--- config.mk ---
export PLATFORM = sky130hd
export DESIGN_NAME = multi_lsb_stego_embed_extract
export DESIGN_NICKNAME = d
export VERILOG_FILES = /design/src/rtl/core/mlse_pkg.sv /design/src/rtl/core/mlse_step.sv /design/src/rtl/core/multi_lsb_stego_embed_extract.sv
export VERILOG_INCLUDE_DIRS = /design/src /design/src/rtl/core
export SDC_FILE = /design/constraint.sdc
export NUM_CORES = 1
export LEC_CHECK = 0
export ABC_AREA = 1
export BUFFER_PORTS_ARGS = -buffer_cell sky130_fd_sc_hd__buf_4
export CAP_MARGIN = 0
export CELL_PAD_IN_SITES_DETAIL_PLACEMENT = 1
export CELL_PAD_IN_SITES_GLOBAL_PLACEMENT = 2
export CORE_MARGIN = 2
export CORE_UTILIZATION = 34
export CTS_BUF_LIST = sky130_fd_sc_hd__clkbuf_4
export DETAILED_ROUTE_END_ITERATION = 8
export PLACE_DENSITY_LB_ADDON = 0.05
export SLEW_MARGIN = 20
export SYNTH_ARGS = -nofsm -noshare
export SYNTH_HDL_FRONTEND = slang
export SYNTH_SLANG_ARGS = --single-unit
--- constraint.sdc ---
create_clock -name i_clk -period 4.75 [get_ports i_clk]
set_clock_uncertainty 0.15 [all_clocks]
set_input_delay 0.95 -clock i_clk [delete_from_list [all_inputs] [get_ports i_clk]]
set_output_delay 0.95 -clock i_clk [all_outputs]
set_load 0.05 [all_outputs]
--- src/rtl/core/assert_macros.svh ---
// Assertion macros for the RTL; the top-level module includes them.
`ifndef ASSERT_MACROS_SVH
`define ASSERT_MACROS_SVH

`ifndef SYNTHESIS

`define ASSERT_IMPLY(label, clk, rst_n, ante, cons, msg) \
    label: assert property (@(posedge clk) disable iff (!(rst_n)) (ante) |-> (cons)) \
        else $error(msg);

`define ASSERT_NEXT(label, clk, rst_n, ante, cons, msg) \
    label: assert property (@(posedge clk) disable iff (!(rst_n)) (ante) |=> (cons)) \
        else $error(msg);

`else

`define ASSERT_IMPLY(label, clk, rst_n, ante, cons, msg)

`define ASSERT_NEXT(label, clk, rst_n, ante, cons, msg)

`endif

`endif

--- src/rtl/core/mlse_pkg.sv ---
`default_nettype none

package mlse_pkg;

    localparam int MSG_BITS = 8;
    localparam int BUF_BITS = 16;

    typedef enum logic {
        REG_BITS_PER_BYTE = 1'b0,
        REG_MODE          = 1'b1
    } t_reg_idx;

    typedef enum logic {
        MODE_EMBED   = 1'b0,
        MODE_EXTRACT = 1'b1
    } t_mode;

    typedef enum logic {
        KIND_MESSAGE = 1'b0,
        KIND_COVER   = 1'b1
    } t_kind;

    typedef enum logic [1:0] {
        STATUS_OK       = 2'd0,
        STATUS_OVERFLOW = 2'd1,
        STATUS_UNDERRUN = 2'd2
    } t_status;

    typedef struct packed {
        logic [15:0] bits;
        logic [4:0]  cnt;
        logic        ended;
    } t_state;

    typedef struct packed {
        logic [7:0] data;
        logic       present;
        t_status    status;
    } t_result;

    // Mask of the c lowest bits of the buffer, c in 0..16.
    function automatic logic [15:0] low_mask16(input logic [4:0] c);
        return 16'hFFFF >> (5'd16 - c);
    endfunction

    // Mask of the c lowest bits of a byte, c in 0..8.
    function automatic logic [7:0] low_mask8(input logic [3:0] c);
        return 8'hFF >> (4'd8 - c);
    endfunction

endpackage

`default_nettype wire

--- src/rtl/core/mlse_step.sv ---
`default_nettype none

module mlse_step
    import mlse_pkg::*;
(
    input  t_state     i_state,
    input  t_mode      i_mode,
    input  logic [3:0] i_width,
    input  t_kind      i_kind,
    input  logic [7:0] i_byte,
    input  logic       i_last,
    output t_state     o_state,
    output t_result    o_result
);

    logic [7:0]  fmask;
    logic [4:0]  width5;
    logic [4:0]  emb_shift;
    logic [4:0]  emb_cnt;
    logic [7:0]  emb_bits;
    logic [3:0]  part_shift;
    logic [7:0]  part_repl;
    logic [7:0]  part_bits;
    logic [15:0] ext_buf;
    logic [4:0]  ext_cnt;
    logic [4:0]  ext_rem;

    assign fmask      = low_mask8(i_width);
    assign width5     = {1'b0, i_width};
    assign emb_shift  = i_state.cnt - width5;
    assign emb_cnt    = i_state.cnt - width5;
    assign emb_bits   = 8'(i_state.bits >> emb_shift) & fmask;
    assign part_shift = i_width - i_state.cnt[3:0];
    assign part_repl  = 8'(low_mask8(i_state.cnt[3:0]) << part_shift);
    assign part_bits  = 8'((i_state.bits[7:0] & low_mask8(i_state.cnt[3:0])) << part_shift);
    assign ext_buf    = (i_state.bits << i_width) | {8'd0, i_byte & fmask};
    assign ext_cnt    = i_state.cnt + width5;
    assign ext_rem    = ext_cnt - 5'(MSG_BITS);

    always_comb begin
        o_state  = i_state;
        o_result = '{data: 8'd0, present: 1'b0, status: STATUS_OK};
        if (i_mode == MODE_EMBED) begin
            if (i_kind == KIND_MESSAGE) begin
                if (i_state.cnt > 5'(BUF_BITS - MSG_BITS)) begin
                    o_result.status = STATUS_OVERFLOW;
                end else begin
                    o_state.bits  = {i_state.bits[7:0], i_byte};
                    o_state.cnt   = i_state.cnt + 5'(MSG_BITS);
                    o_state.ended = i_last;
                end
            end else begin
                o_result.present = 1'b1;
                if (i_state.cnt >= width5) begin
                    o_result.data = (i_byte & ~fmask) | emb_bits;
                    o_state.cnt   = emb_cnt;
                    o_state.bits  = i_state.bits & low_mask16(emb_cnt);
                end else if (i_state.ended) begin
                    if (i_state.cnt == 5'd0) begin
                        o_result.data = i_byte;
                    end else begin
                        o_result.data = (i_byte & ~part_repl) | part_bits;
                        o_state.cnt   = 5'd0;
                        o_state.bits  = 16'd0;
                    end
                end else begin
                    o_result.data   = i_byte;
                    o_result.status = STATUS_UNDERRUN;
                end
            end
        end else if (i_kind == KIND_COVER) begin
            o_state.bits = ext_buf;
            o_state.cnt  = ext_cnt;
            if (ext_cnt >= 5'(MSG_BITS)) begin
                o_result.data    = 8'(ext_buf >> ext_rem);
                o_result.present = 1'b1;
                o_state.cnt      = ext_rem;
                o_state.bits     = ext_buf & low_mask16(ext_rem);
            end
            if (i_last) begin
                o_state.cnt  = 5'd0;
                o_state.bits = 16'd0;
            end
        end
    end

endmodule

`default_nettype wire

--- src/rtl/core/multi_lsb_stego_embed_extract.sv ---
// Stages: an input transfer loads the input register, and the result register loads
// from it when the output can advance; the result then waits there for its transfer.
// Throughput: one item per cycle while the output is not stalled; the bit buffer update fits between the two registers.
// Reset: i_rst_n is synchronous and active low; it empties both stages and the bit
// buffer and sets one bit per byte in embed mode.
`default_nettype none
`include "assert_macros.svh"

module multi_lsb_stego_embed_extract
    import mlse_pkg::*;
(
    input  logic        i_clk,
    input  logic        i_rst_n,
    input  logic        i_cfg_we,
    input  logic        i_cfg_idx,
    input  logic [3:0]  i_cfg_data,
    input  logic        s_axis_tvalid,
    output logic        s_axis_tready,
    input  logic [7:0]  s_axis_tdata,   // in_byte
    input  logic        s_axis_tuser,   // kind
    input  logic        s_axis_tlast,   // last
    output logic        m_axis_tvalid,
    input  logic        m_axis_tready,
    output logic [15:0] m_axis_tdata,   // out_byte, status, zero fill
    output logic        m_axis_tuser    // byte_present
);

    logic       r_in_valid;
    t_kind      r_in_kind;
    logic [7:0] r_in_byte;
    logic       r_in_last;
    logic       r_out_valid;
    t_result    r_out;
    t_state     r_state;
    t_state     n_state;
    t_result    n_result;
    t_mode      r_mode;
    logic [3:0] r_width;
    logic [3:0] n_width;
    logic       advance;

    assign advance       = !r_out_valid || m_axis_tready;
    assign s_axis_tready = !r_in_valid || advance;

    always_comb begin
        if (i_cfg_data == 4'd0) begin
            n_width = 4'd1;
        end else if (i_cfg_data > 4'd8) begin
            n_width = 4'd8;
        end else begin
            n_width = i_cfg_data;
        end
    end

    mlse_step u_step (
        .i_state  (r_state),
        .i_mode   (r_mode),
        .i_width  (r_width),
        .i_kind   (r_in_kind),
        .i_byte   (r_in_byte),
        .i_last   (r_in_last),
        .o_state  (n_state),
        .o_result (n_result)
    );

    always_ff @(posedge i_clk) begin
        if (!i_rst_n) begin
            r_in_valid  <= 1'b0;
            r_out_valid <= 1'b0;
            r_state     <= '0;
            r_mode      <= MODE_EMBED;
            r_width     <= 4'd1;
        end else begin
            if (s_axis_tready) begin
                r_in_valid <= s_axis_tvalid;
            end
            if (advance) begin
                r_out_valid <= r_in_valid;
                if (r_in_valid) begin
                    r_state <= n_state;
                end
            end
            if (i_cfg_we) begin
                case (t_reg_idx'(i_cfg_idx))
                    REG_BITS_PER_BYTE: begin
                        r_width <= n_width;
                    end
                    REG_MODE: begin
                        r_mode  <= t_mode'(i_cfg_data[0]);
                        r_state <= '0;
                    end
                    default: begin
                        r_width <= r_width;
                    end
                endcase
            end
        end
    end

    always_ff @(posedge i_clk) begin
        if (s_axis_tready && s_axis_tvalid) begin
            r_in_kind <= t_kind'(s_axis_tuser);
            r_in_byte <= s_axis_tdata;
            r_in_last <= s_axis_tlast;
        end
        if (advance && r_in_valid) begin
            r_out <= n_result;
        end
    end

    assign m_axis_tvalid = r_out_valid;
    assign m_axis_tdata  = {6'd0, r_out.status, r_out.data};
    assign m_axis_tuser  = r_out.present;

    `ASSERT_IMPLY(a_cnt_bound, i_clk, i_rst_n, 1'b1, r_state.cnt <= 5'd16,
        "Bit count exceeds buffer size.")
    `ASSERT_IMPLY(a_extract_cnt, i_clk, i_rst_n, r_mode == MODE_EXTRACT,
        r_state.cnt < 5'd8, "Extract mode holds a whole byte.")
    `ASSERT_IMPLY(a_absent_zero, i_clk, i_rst_n, r_out_valid && !r_out.present,
        r_out.data == 8'd0, "Result without a byte carries data.")
    `ASSERT_IMPLY(a_status_embed, i_clk, i_rst_n, r_out_valid && r_out.status != STATUS_OK,
        r_mode == MODE_EMBED, "Error status outside embed mode.")

endmodule

`default_nettype wire

After elaboration in Yosys (flattened, before gate mapping)
Index checks and enable logic that the tools add are counted.

storage, ports and cells
  register bits after elaboration = 50
  bits in latches = 0
  memory bits (writable) = 0
  bits in read-only memories = 0
  output and inout port bits = 19
  memories kept = 0

operators by class
  $add $sub $neg = 9
  $mul = 0
  divide/modulo/power cells = 0
  magnitude comparators = 4
  equal/unequal tests = 0
  shift-type cells = 9
  muxes and demuxes = 28
  bitwise operators = 13
  reduce and logical (&&, ||, !) cells = 10

operators by type and width
  operator                                                           number
  two-way mux 21 bit                                                 8
  two-way mux 22 bit                                                 5
  AND 8 bit                                                          5
  two-way mux 9 bit                                                  4
  AND 16 bit                                                         2
  >> shifter 16 x 5 -> 16 bit, first input constant                  2
  >> shifter 16 x 5 -> 8 bit                                         2
  two-way mux 8 bit                                                  3
  inverter 8 bit                                                     2
  bitwise OR 16 x 8 -> 16 bit                                        1
  bitwise OR 8 bit                                                   2
  left shift 16 x 4 -> 16 bit                                        1
  left shift 8 x 4 -> 8 bit                                          2
  >> shifter 8 x 4 -> 8 bit, first input constant                    2
  subtractor 5 bit, first input constant                             2
  two-way mux 4 bit                                                  2
  subtractor 4 bit, first input constant                             2
  two-way mux 2 bit                                                  3
  adder 5 x 4 -> 5 bit                                               1
  adder 5 x 4 -> 5 bit, second input constant                        1
  greater-or-equal comparator 5 x 4 -> 1 bit                         1
  greater-or-equal comparator 5 x 4 -> 1 bit, second input constant  1
  greater-than comparator 5 x 4 -> 1 bit, second input constant      1
  logical NOT 5 bit                                                  1
  11 further kinds                                                   17

Longest topological paths before layout
Gate-level depths: netlist of run 1.

  depth after elaboration = 13
  depth in mapped cells = 20

Modules after synthesis
From an unflattened synthesis of run 1, not the netlist that was laid out.

unflattened totals
  cell total of the unflattened synthesis = 1208
  area, all modules = 6807.8 sq um

modules (own cells, without submodules)
  module                         instances  cells an instance  area each (sq um)  sequential area each (sq um)
  mlse_step                      1          998                4899.7             0.0
  multi_lsb_stego_embed_extract  1          210                1908.1             1211.2

Worst setup path before layout of run 1
OpenSTA, ideal clock, no wires.

  path type = register to register
  from = reg r_width[1]
  to = reg r_state[12] (netlist bit)
  setup time = 144 ps
  arrival time = 3074 ps
  setup slack = 1382 ps
  stages on the path, launching flop included = 20
  buffers on the path = 4
  period minus slack after synthesis = 3368 ps
  cell sequence = dfxtp_1 -> buf_2 -> inv_2 -> buf_2 -> fa_1 -> buf_2 -> inv_1 -> buf_1 -> ha_1 -> inv_1 -> nor2_1 -> nand3_1 -> nand2_1 -> nand2_2 -> nand3_2 -> nand3_1 -> nand2_1 -> inv_1 -> nand2_1 -> a21oi_2

between the ends
  word-level cells in the longest chain between the ends = 13

RTL lines
  item                                                                               RTL line                             source
  start, declared                                                                    multi_lsb_stego_embed_extract.sv:38  logic [3:0] r_width;
  start signal, assigned                                                             multi_lsb_stego_embed_extract.sv:86  r_width <= n_width;
  start signal, assigned                                                             multi_lsb_stego_embed_extract.sv:93  r_width <= r_width;
  adder 5 x 4 -> 5 bit / subtractor 4 bit (equally long branches)                    mlse_step.sv:37, mlse_pkg.sv:48
  subtractor 5 x 4 -> 5 bit / >> shifter 8 x 4 -> 8 bit (equally long branches)      mlse_step.sv:38, mlse_pkg.sv:48
  subtractor 5 bit / AND 8 bit (equally long branches)                               mlse_pkg.sv:43, mlse_step.sv:36
  >> shifter 16 x 5 -> 16 bit / bitwise OR 16 x 8 -> 16 bit (equally long branches)  mlse_pkg.sv:43, mlse_step.sv:36
  AND 16 bit                                                                         mlse_step.sv:78                      o_state.bits = ext_buf & low_mask16(ext_rem);
  two-way mux 21 bit                                                                 mlse_step.sv:74                      if (ext_cnt >= 5'(MSG_BITS)) begin
  two-way mux 21 bit                                                                 mlse_step.sv:80                      if (i_last) begin
  two-way mux 21 bit                                                                 mlse_step.sv:71                      end else if (i_kind == KIND_COVER) begin
  two-way mux 21 bit (*)                                                             mlse_step.sv:43                      if (i_mode == MODE_EMBED) begin
  two-way mux 22 bit (*)                                                             multi_lsb_stego_embed_extract.sv:79  if (r_in_valid) begin
  two-way mux 22 bit (*)                                                             multi_lsb_stego_embed_extract.sv:77  if (advance) begin
  two-way mux 22 bit                                                                 multi_lsb_stego_embed_extract.sv:84  case (t_reg_idx'(i_cfg_idx))
  two-way mux 22 bit (*)                                                             multi_lsb_stego_embed_extract.sv:83  if (i_cfg_we) begin
  end signal, assigned                                                               multi_lsb_stego_embed_extract.sv:80  r_state <= n_state;
  end, declared                                                                      multi_lsb_stego_embed_extract.sv:34  t_state r_state;

Every way passes the cells marked *; elsewhere a longest branch is shown, timed or not.
A chain may end at the register's enable or synchronous reset.

Worst setup path in the final report of run 1
  from = reg r_state[1] (netlist bit)
  to = reg r_state[7] (netlist bit)

between the ends
  word-level cells in the longest chain between the ends = 13

RTL lines
  item                         RTL line                             source
  adder 5 x 4 -> 5 bit         mlse_step.sv:37                      assign ext_cnt = i_state.cnt + width5;
  subtractor 5 x 4 -> 5 bit    mlse_step.sv:38                      assign ext_rem = ext_cnt - 5'(MSG_BITS);
  subtractor 5 bit             mlse_pkg.sv:43                       return 16'hFFFF >> (5'd16 - c);
  >> shifter 16 x 5 -> 16 bit  mlse_pkg.sv:43
  AND 16 bit                   mlse_step.sv:78
  two-way mux 21 bit           mlse_step.sv:74
  two-way mux 21 bit           mlse_step.sv:80
  two-way mux 21 bit           mlse_step.sv:71
  two-way mux 21 bit (*)       mlse_step.sv:43
  two-way mux 22 bit (*)       multi_lsb_stego_embed_extract.sv:79
  two-way mux 22 bit (*)       multi_lsb_stego_embed_extract.sv:77
  two-way mux 22 bit           multi_lsb_stego_embed_extract.sv:84
  two-way mux 22 bit (*)       multi_lsb_stego_embed_extract.sv:83

Marks and branches as above.

==> results of run 1 <==
-- critical path: stages, from the launching register on --
cell	delay [ns]
dfxtp_1	0.39
inv_1	0.19
ha_2	0.21
inv_1	0.06
fa_1	0.84
inv_1	0.41
ha_1	0.33
inv_1	0.05
nor2_1	0.07
nor2_1	0.43
inv_1	0.14
nor2_1	0.14
nand3b_1	0.12
nand3_1	0.08
nand3_1	0.09
a21oi_1	0.06
-- metrics by stage --
step                      hold slack [ns]  cell area (µm²)  total power, mW
after detailed placement            0.342             6840             1.40
after global routing                0.422             6900             1.74
final                               0.366             6900             1.63
after global placement              0.344             6840             1.39
after CTS                           0.369             6900             1.62
after floorplan                     0.313             6470             1.12
-- layer usage --
layer / part of all wire, % / wire, µm / vias to the layer above / track usage, %
met1: 47 / 14400 / 3830 / 44.5
met5: 0 / 0 / - / 0
met4: 1.8 / 550 / 0 / 6.05
met3: 5.6 / 1710 / 29 / 2.94
met2: 46 / 14000 / 262 / 49.8
li1: - / - / 3805 / -
-- registers in the layout, indices dropped and copies added (netlist names) --
name / cells
r_mode: 1
r_in_kind: 1
r_in_byte: 8
r_width: 4
m_axis_tvalid: 1
m_axis_tdata: 10
r_state: 22
m_axis_tuser: 1
r_in_last: 1
r_in_valid: 1
-- path summary, 6_finish.rpt --
kind,from,end,cells after the start
hold / removal,r_in_valid,m_axis_tvalid,2
setup / recovery,r_state[1],r_state[7],15
hold reg to reg,r_in_valid,m_axis_tvalid,2
setup reg to reg,r_state[1],r_state[7],15
-- final cells by class --
class | instances | area, µm²
tap | 234 | 293
clock buffer | 6 | 45.0
sequential | 50 | 1210
timing repair buffer | 49 | 368
multi-input combinational | 930 | 4610
clock inverter | 2 | 8.76
inverter | 95 | 359
fill | 2590 | 11700
-- cells by family (layout without fill, tap and decap cells) --
family	Yosys count	count (layout)	synth area share (%)
buffers and inverters	152	152	10.1
AND/OR/NAND/NOR	700	700	48.2
adder cells (fa/ha/maj)	29	29	5.97
XOR/XNOR	1	1	0.136
flip-flops	50	50	18.8
other	1	6	0.0581
AO/OA/AOI/OAI	194	194	16.8
-- cells in the final DEF (no fill, tap or decap), types with 25 or more instances in the layout --
cell and n:
nor2_1 64, nand3_1 227, ha_1 25, o21ai_0 78, nand2_1 342, dfxtp_1 29
a21oi_1 59, buf_4 49, inv_1 74
-- power by group through the flow --
| stage | combinational, mW | clock, mW | sequential, mW |
|---|---|---|---|
| final | 0.894 | 0.224 | 0.515 |
| after global routing | 0.986 | 0.240 | 0.517 |
| after CTS | 0.879 | 0.223 | 0.513 |
| after detailed placement | 0.875 | 0 | 0.522 |
| after global placement | 0.872 | 0 | 0.523 |
| after floorplan | 0.601 | 0 | 0.524 |
==> impl_metrics.env, run 1 <==
export IMPL_slew_viol_final=0
export IMPL_grt_setup_unrepaired="false"
export IMPL_synth_top_cell_area_share_pct=19.9
export IMPL_finalNetCount=1180
export IMPL_r2r_slack_ns=0.88
export IMPL_pre_cts_ws_ns=0.939
export IMPL_coreArea_mm2=0.0186
export IMPL_power_frac_clock_pct=13.7
export IMPL_yosysTopAreaCell="nand2_1"
export IMPL_drt_wl_total_um=30700
export IMPL_p_sw_mw=0.854
export IMPL_synth_edf_count=21
export IMPL_vias=7926
export IMPL_drive_gt1_share_pct=9.89
export IMPL_synthesis_instances=1127
export IMPL_grt_remaining_overflow=0
export IMPL_start_util_pct=34.6
export IMPL_criticalPathCategory="reg -> reg"
export IMPL_antenna_cells=0
export IMPL_clk_pin_slew_ns=0.18
export IMPL_relSlewSlack_pct=54.4
export IMPL_post_cts_buffers=0
export IMPL_postLayoutCoreUtil_pct=37.0
export IMPL_grt_pass1_vias=7705
export IMPL_swShare_pct=52.3
export IMPL_synth_cell_type_count=47
export IMPL_vias_per_cell=5.80
export IMPL_postSynth_topFlopCell="dfxtp_1"
export IMPL_period_share_pct=81.5
export IMPL_internal_power_mw=0.779
export IMPL_p_leak_nw=3.07
export IMPL_drc=0
export IMPL_grt_max_degree=39
export IMPL_drt_iter0_markers=646
export IMPL_worstPathRequired_ns=4.93
export IMPL_drtPass1Iterations=5
export IMPL_yosys_warnings=0
export IMPL_finalCriticalPeriod_ns=3.87
export IMPL_status="completed"
export IMPL_syn_cell_area_mm2=0.00645
export IMPL_max_freq_mhz=258
export IMPL_wl_per_cell_um=22.5
export IMPL_instances_no_fill=1366
export IMPL_critPathArrivalTime_ns=4.05
export IMPL_place_gp_congestion=0.895
export IMPL_p_comb_share_pct=54.7
export IMPL_synthArstFlopShare_pct=0
export IMPL_worst_slew_pin_slew_ns=0.682
export IMPL_synth_avg_cell_area_um2=5.73
export IMPL_port_buffers=32
export IMPL_clock_path_buffers=2
export IMPL_setup_violations=0
export IMPL_cts_sinks=50
export IMPL_cts_root_buf="clkbuf_4"
export IMPL_placed_cells=1358
export IMPL_rows=50
export IMPL_dp_final_hpwl_um=24100
export IMPL_power_density_mw_per_mm2=237
export IMPL_ys_ff_latch=50
export IMPL_fin_ws_ns=0.879
export IMPL_hold_class="reg -> reg"
export IMPL_maxCapViolations=0
export IMPL_cts_resized=0
export IMPL_die_area_mm2=0.0201
export IMPL_start_kind="flop"
export IMPL_grt_usage_pct=30.7
export IMPL_yosysMostFrequentCell="nand2_1"
export IMPL_cts_htree_levels=2
export IMPL_ant_nets=0
export IMPL_synth_top_cells_by_count="nand2_1, nand3_1, o21ai_0"
export IMPL_synth_seq_area_share_pct=18.8
export IMPL_io_pins=39
export IMPL_crit_fanout=18
export IMPL_hold_buffers=0
export IMPL_tns_ns=0
export IMPL_ir_drop_mv=0.121
export IMPL_cts_buffers=5
export IMPL_syn_to_final_growth_pct=6.88
export IMPL_antenna_found_initial=0
export IMPL_clk_latency_ns=0.43
export IMPL_grt_pass1_wl_um=46600
export IMPL_crit_path_end_kind="flop"
export IMPL_die_h_um=142
export IMPL_hold_violations=0
export IMPL_synth_area_leaders="nand2_1, nand3_1, edfxtp_1"
export IMPL_seqPwrFrac_pct=31.5
export IMPL_cts_tree="built"
export IMPL_die_x_um=142
Power figures use the tool's default switching activity.
==> run 2: changes to the inputs <==
==> constraint.sdc (replaced) <==
create_clock -name i_clk -period 3.7 [get_ports i_clk]
set_clock_uncertainty 0.15 [all_clocks]
set_input_delay 0.74 -clock i_clk [delete_from_list [all_inputs] [get_ports i_clk]]
set_output_delay 0.74 -clock i_clk [all_outputs]
set_load 0.05 [all_outputs]
==> run 2 against run 1 <==
Flip-flop and latch count did not move. Maximum frequency rose by 17%. Routed wire length fell by 0.61%. Sequential share of layout area fell by 0.16 points. Critical endpoint is now r_state[15]. Largest cell class unchanged.
==> impl_metrics.env, run 2 (synthesis gave the netlist of run 1 again) <==
export IMPL_cts_sinks=50
export IMPL_fin_area_mm2=0.00696
export IMPL_cts_htree_levels=2
export IMPL_clock_path_buffers=2
export IMPL_drc=0
export IMPL_grt_busiest_layer="met2"
export IMPL_wl_per_cell_um=22.2
export IMPL_clk_pin_slew_ns=0.18
export IMPL_setup_violations=0
export IMPL_cts_root_buf="clkbuf_4"
export IMPL_die_area_mm2=0.0201
export IMPL_most_common_layout_cells="nand2_1, nand3_1, o21ai_0"
export IMPL_rows=50
export IMPL_placed_cells=1366
export IMPL_hold_violations=0
export IMPL_grt_setup_unrepaired="false"
export IMPL_multi_input_area_mm2=0.00461
export IMPL_dp_final_hpwl_um=24600
export IMPL_rr_worst_depth=14
export IMPL_clk_latency_ns=0.43
export IMPL_die_x_um=142
export IMPL_place_gp_congestion=0.905
export IMPL_criticalPathCategory="reg -> reg"
export IMPL_grtUsageMet3_pct=4.22
export IMPL_hold_buffers=0
export IMPL_regMostFlops="r_state"
export IMPL_mostFrequentLayoutCell="nand2_1"
export IMPL_port_buffers=32
export IMPL_grt_pass1_vias=7698
export IMPL_status="completed"
export IMPL_io_pins=39
export IMPL_p_total_mw=2.11
export IMPL_power_density_mw_per_mm2=303
export IMPL_relSlewSlack_pct=56.4
export IMPL_coreArea_mm2=0.0186
export IMPL_antenna_cells=0
export IMPL_instances_no_fill=1374
export IMPL_finalCriticalPeriod_ns=3.30
export IMPL_hold_worst_slack_ns=0.316
export IMPL_tns_ns=0
export IMPL_critPathArrivalTime_ns=3.53
export IMPL_postPlaceCellArea_mm2=0.00690
export IMPL_ant_nets=0
export IMPL_vias_per_cell=5.77
export IMPL_drtPass1Iterations=5
export IMPL_start_kind="flop"
export IMPL_grt_usage_pct=30.9
export IMPL_grt_remaining_overflow=0
export IMPL_worst_slew_pin_slew_ns=0.652
export IMPL_crit_fanout=9
export IMPL_syn_to_final_growth_pct=7.89
export IMPL_max_freq_mhz=303
export IMPL_largest_reg_flops=22
export IMPL_grt_pass1_wl_um=46700
export IMPL_grt_use_met1_pct=43.5
export IMPL_grt_max_degree=37
export IMPL_die_h_um=142
export IMPL_maxCapViolations=0
export IMPL_cts_tree="built"
export IMPL_finalNetCount=1188
export IMPL_slew_viol_final=0
export IMPL_crit_path_end_kind="flop"
export IMPL_p_leak_nw=3.11
export IMPL_drive_gt1_share_pct=10.6
export IMPL_ff_latch_area_mm2=0.00121
export IMPL_ir_drop_mv=0.172
export IMPL_drt_wl_total_um=30500
export IMPL_start_util_pct=34.6
export IMPL_fillerInstances=2606
export IMPL_period_share_pct=89.3
export IMPL_hold_path_depth=1
export IMPL_hold_class="in -> reg"
export IMPL_vias=7925
export IMPL_antenna_found_initial=0
export IMPL_worstPathRequired_ns=3.93
export IMPL_cts_resized=0
export IMPL_cts_buffers=5
export IMPL_post_cts_buffers=0
export IMPL_grt_use_met2_pct=49.4
export IMPL_drt_iter0_markers=676
-- run 2: cell type report --
| class | count | share of cell area (%) |
|---|---|---|
| multi-input cells | 930 | 66.2 |
| flip-flops and latches | 50 | 17.4 |
| repair buffers | 57 | 6.15 |
| inverters | 95 | 5.16 |
| well taps | 234 | 4.21 |
| clock buffers | 5 | 0.539 |
| clock inverters | 3 | 0.306 |
-- run 2: final timing paths --
check / startpoint / to / slack [ns]
setup / recovery: r_state[1] / r_state[15] / 0.40
hold / removal: s_axis_tuser / r_in_kind / 0.32
setup reg to reg: r_state[1] / r_state[15] / 0.40
hold reg to reg: r_in_valid / m_axis_tvalid / 0.37
-- run 2: layer usage --
layer	share of wire [%]	wire, µm	up-vias
met4	3.1	940	0
met1	46	14100	3802
met2	45	13700	250
li1	-	-	3831
met3	5.7	1750	42
met5	0	0	-
-- run 2: through the flow --
step	utilization, %	setup WS (ns)
after global placement	37.0	0.529
after global routing	37.3	0.0510
after detailed placement	37.0	0.456
final	37.3	0.397
after CTS	37.3	0.415
after floorplan	-	0.332
-- run 2: worst max-delay path, stage by stage, from the launching register on --
cell and delay [ns]:
dfxtp_1 0.48, inv_1 0.18, ha_2 0.21, inv_1 0.09
fa_1 0.44, inv_1 0.26, ha_1 0.23, inv_1 0.04
nor2_1 0.21, nand3_1 0.13, nand2_2 0.19, nand3_2 0.20
a22oi_1 0.24, nand2_1 0.09, a21oi_1 0.12
-- run 2: power by group --
group,internal (mW),switching (mW)
sequential,0.610,0.0519
clock,0.0742,0.216
combinational,0.324,0.833
total,1.01,1.10
==> run 3: changes to the inputs <==
--- a/config.mk
+++ b/config.mk
@@ -8,14 +8,13 @@
 export LEC_CHECK = 0
 export ABC_AREA = 1
 export BUFFER_PORTS_ARGS = -buffer_cell sky130_fd_sc_hd__buf_4
-export CAP_MARGIN = 0
 export CELL_PAD_IN_SITES_DETAIL_PLACEMENT = 1
 export CELL_PAD_IN_SITES_GLOBAL_PLACEMENT = 2
 export CORE_MARGIN = 2
 export CORE_UTILIZATION = 34
 export CTS_BUF_LIST = sky130_fd_sc_hd__clkbuf_4
 export DETAILED_ROUTE_END_ITERATION = 8
-export PLACE_DENSITY_LB_ADDON = 0.05
+export PLACE_DENSITY = 0.93
 export SLEW_MARGIN = 20
 export SYNTH_ARGS = -nofsm -noshare
 export SYNTH_HDL_FRONTEND = slang
==> run 3 against run 2 <==
Clock power is 43% higher. Critical endpoint is now m_axis_tdata[5]. Via count increased by 3.5%. Routed wire length is 6.4% lower. Critical path type unchanged. Largest cell class unchanged. Count of clock-buffer cells in the layout did not move.
==> impl_metrics.env, run 3 (synthesis gave the netlist of run 1 again) <==
export IMPL_fin_ws_ns=0.342
export IMPL_fin_area_mm2=0.00697
export IMPL_setup_violations=0
export IMPL_grt_usage_pct=28.6
export IMPL_die_area_mm2=0.0201
export IMPL_pre_cts_ws_ns=0.410
export IMPL_p_comb_share_pct=51.5
export IMPL_port_buffers=32
export IMPL_cts_htree_levels=2
export IMPL_drt_iter0_markers=775
export IMPL_tns_ns=0
export IMPL_rows=50
export IMPL_criticalPathCategory="reg -> reg"
export IMPL_place_gp_congestion=0.971
export IMPL_crit_fanout=14
export IMPL_die_x_um=142
export IMPL_fillerInstances=2618
export IMPL_post_cts_buffers=0
export IMPL_seqPwrFrac_pct=29.7
export IMPL_p_sw_mw=1.08
export IMPL_hold_class="in -> reg"
export IMPL_maxCapViolations=0
export IMPL_internal_power_mw=1.13
export IMPL_postPlaceCellArea_mm2=0.00687
export IMPL_critPathArrivalTime_ns=3.49
export IMPL_clk_pin_slew_ns=0.17
export IMPL_instances_no_fill=1370
export IMPL_finalCriticalPeriod_ns=3.36
export IMPL_ir_drop_mv=0.202
export IMPL_coreArea_mm2=0.0186
export IMPL_placed_cells=1362
export IMPL_wl_per_cell_um=20.9
export IMPL_cts_root_buf="clkbuf_4"
export IMPL_ant_nets=0
export IMPL_status="completed"
export IMPL_worst_slew_pin_slew_ns=0.651
export IMPL_syn_to_final_growth_pct=8.05
export IMPL_mostFrequentLayoutCell="nand2_1"
export IMPL_vias_per_cell=5.99
export IMPL_relSlewSlack_pct=56.3
export IMPL_antenna_found_initial=0
export IMPL_drtPass1Iterations=5
export IMPL_grt_remaining_overflow=0
export IMPL_start_util_pct=34.6
export IMPL_largest_reg_flops=22
export IMPL_cts_tree="built"
export IMPL_p_leak_nw=3.11
export IMPL_start_kind="flop"
export IMPL_slew_viol_final=0
export IMPL_drc=0
export IMPL_cts_sinks=50
export IMPL_cts_resized=0
export IMPL_regMostFlops="r_state"
export IMPL_dp_final_hpwl_um=22800
export IMPL_path_cells="inv_2 -> ha_1 -> nand3_1 -> nand2_1 -> nand2_2 -> nand2_1 -> inv_1 -> o21ai_0 -> nand4_1 -> o21ai_0 -> nor2_1 -> nor2_1 -> nand2_1 -> nand2_1"
export IMPL_slowest_stage="ha_1"
export IMPL_hold_violations=0
export IMPL_max_freq_mhz=298
export IMPL_max_stage_delay_ns=0.55
export IMPL_clk_latency_ns=0.40
export IMPL_die_h_um=142
export IMPL_finalNetCount=1184
export IMPL_vias=8203
export IMPL_most_common_layout_cells="nand2_1, nand3_1, o21ai_0"
export IMPL_period_share_pct=90.7
export IMPL_drive_gt1_share_pct=10.2
export IMPL_clock_path_buffers=2
export IMPL_postLayoutCoreUtil_pct=37.4
export IMPL_power_density_mw_per_mm2=318
export IMPL_grt_setup_unrepaired="false"
export IMPL_swShare_pct=48.8
export IMPL_worstPathRequired_ns=3.83
export IMPL_grt_pass1_vias=7710
export IMPL_grt_pass1_wl_um=44600
export IMPL_antenna_cells=0
export IMPL_io_pins=39
export IMPL_power_frac_clock_pct=18.7
export IMPL_hold_buffers=0
export IMPL_cp_common_cell="nand2_1"
export IMPL_crit_path_end_kind="flop"
export IMPL_drt_wl_total_um=28600
export IMPL_grt_max_degree=37
export IMPL_cts_buffers=5
## run 3: metal layers
layer / vias to the layer above / track usage, % / part of all wire [%]
li1: 3822 / - / -
met1: 3958 / 39.8 / 45
met2: 351 / 46.4 / 45
met3: 72 / 3.51 / 6.6
met4: 0 / 8.53 / 3.8
met5: - / 0 / 0
## run 3: stage by stage
stage	total power, mW	hold slack (ns)
floorplan	1.44	0.313
global placement	1.76	0.351
detailed placement	1.78	0.354
CTS	2.18	0.349
global route	2.35	0.323
finish	2.21	0.352
## run 3: worst max-delay path, delay by kind of cell, from the launching register on
kind                       cells  cell delay (ns)
AOI/OAI and AO/OA              2             0.46
buffers and inverters          2             0.37
DFF                            1             0.48
and+or+nand+nor                9             1.26
adders and majority gates      1             0.55
## run 3: final timing paths
check,from,end,slack [ns],cells past startpoint
min reg2reg,r_in_valid,m_axis_tvalid,0.37,2
min,s_axis_tuser,r_in_kind,0.35,1
max reg2reg,r_state[3],m_axis_tdata[5],0.34,14
max,r_state[3],m_axis_tdata[5],0.34,14
## run 3: power by group through the flow
stage	combinational, mW	sequential [mW]	clock, mW
finish	1.14	0.658	0.415
global route	1.26	0.659	0.436
CTS	1.12	0.656	0.411
detailed placement	1.11	0.667	0
global placement	1.09	0.667	0
floorplan	0.771	0.672	0
## run 3: area by class of cell
class	instances	area (µm²)	area share, %
clock inverter	3	63.8	0.915
inverter	95	359	5.15
multi-input combinational	930	4610	66.1
tap	234	293	4.20
clock buffer	5	37.5	0.538
sequential	50	1210	17.4
timing repair buffer	53	398	5.71
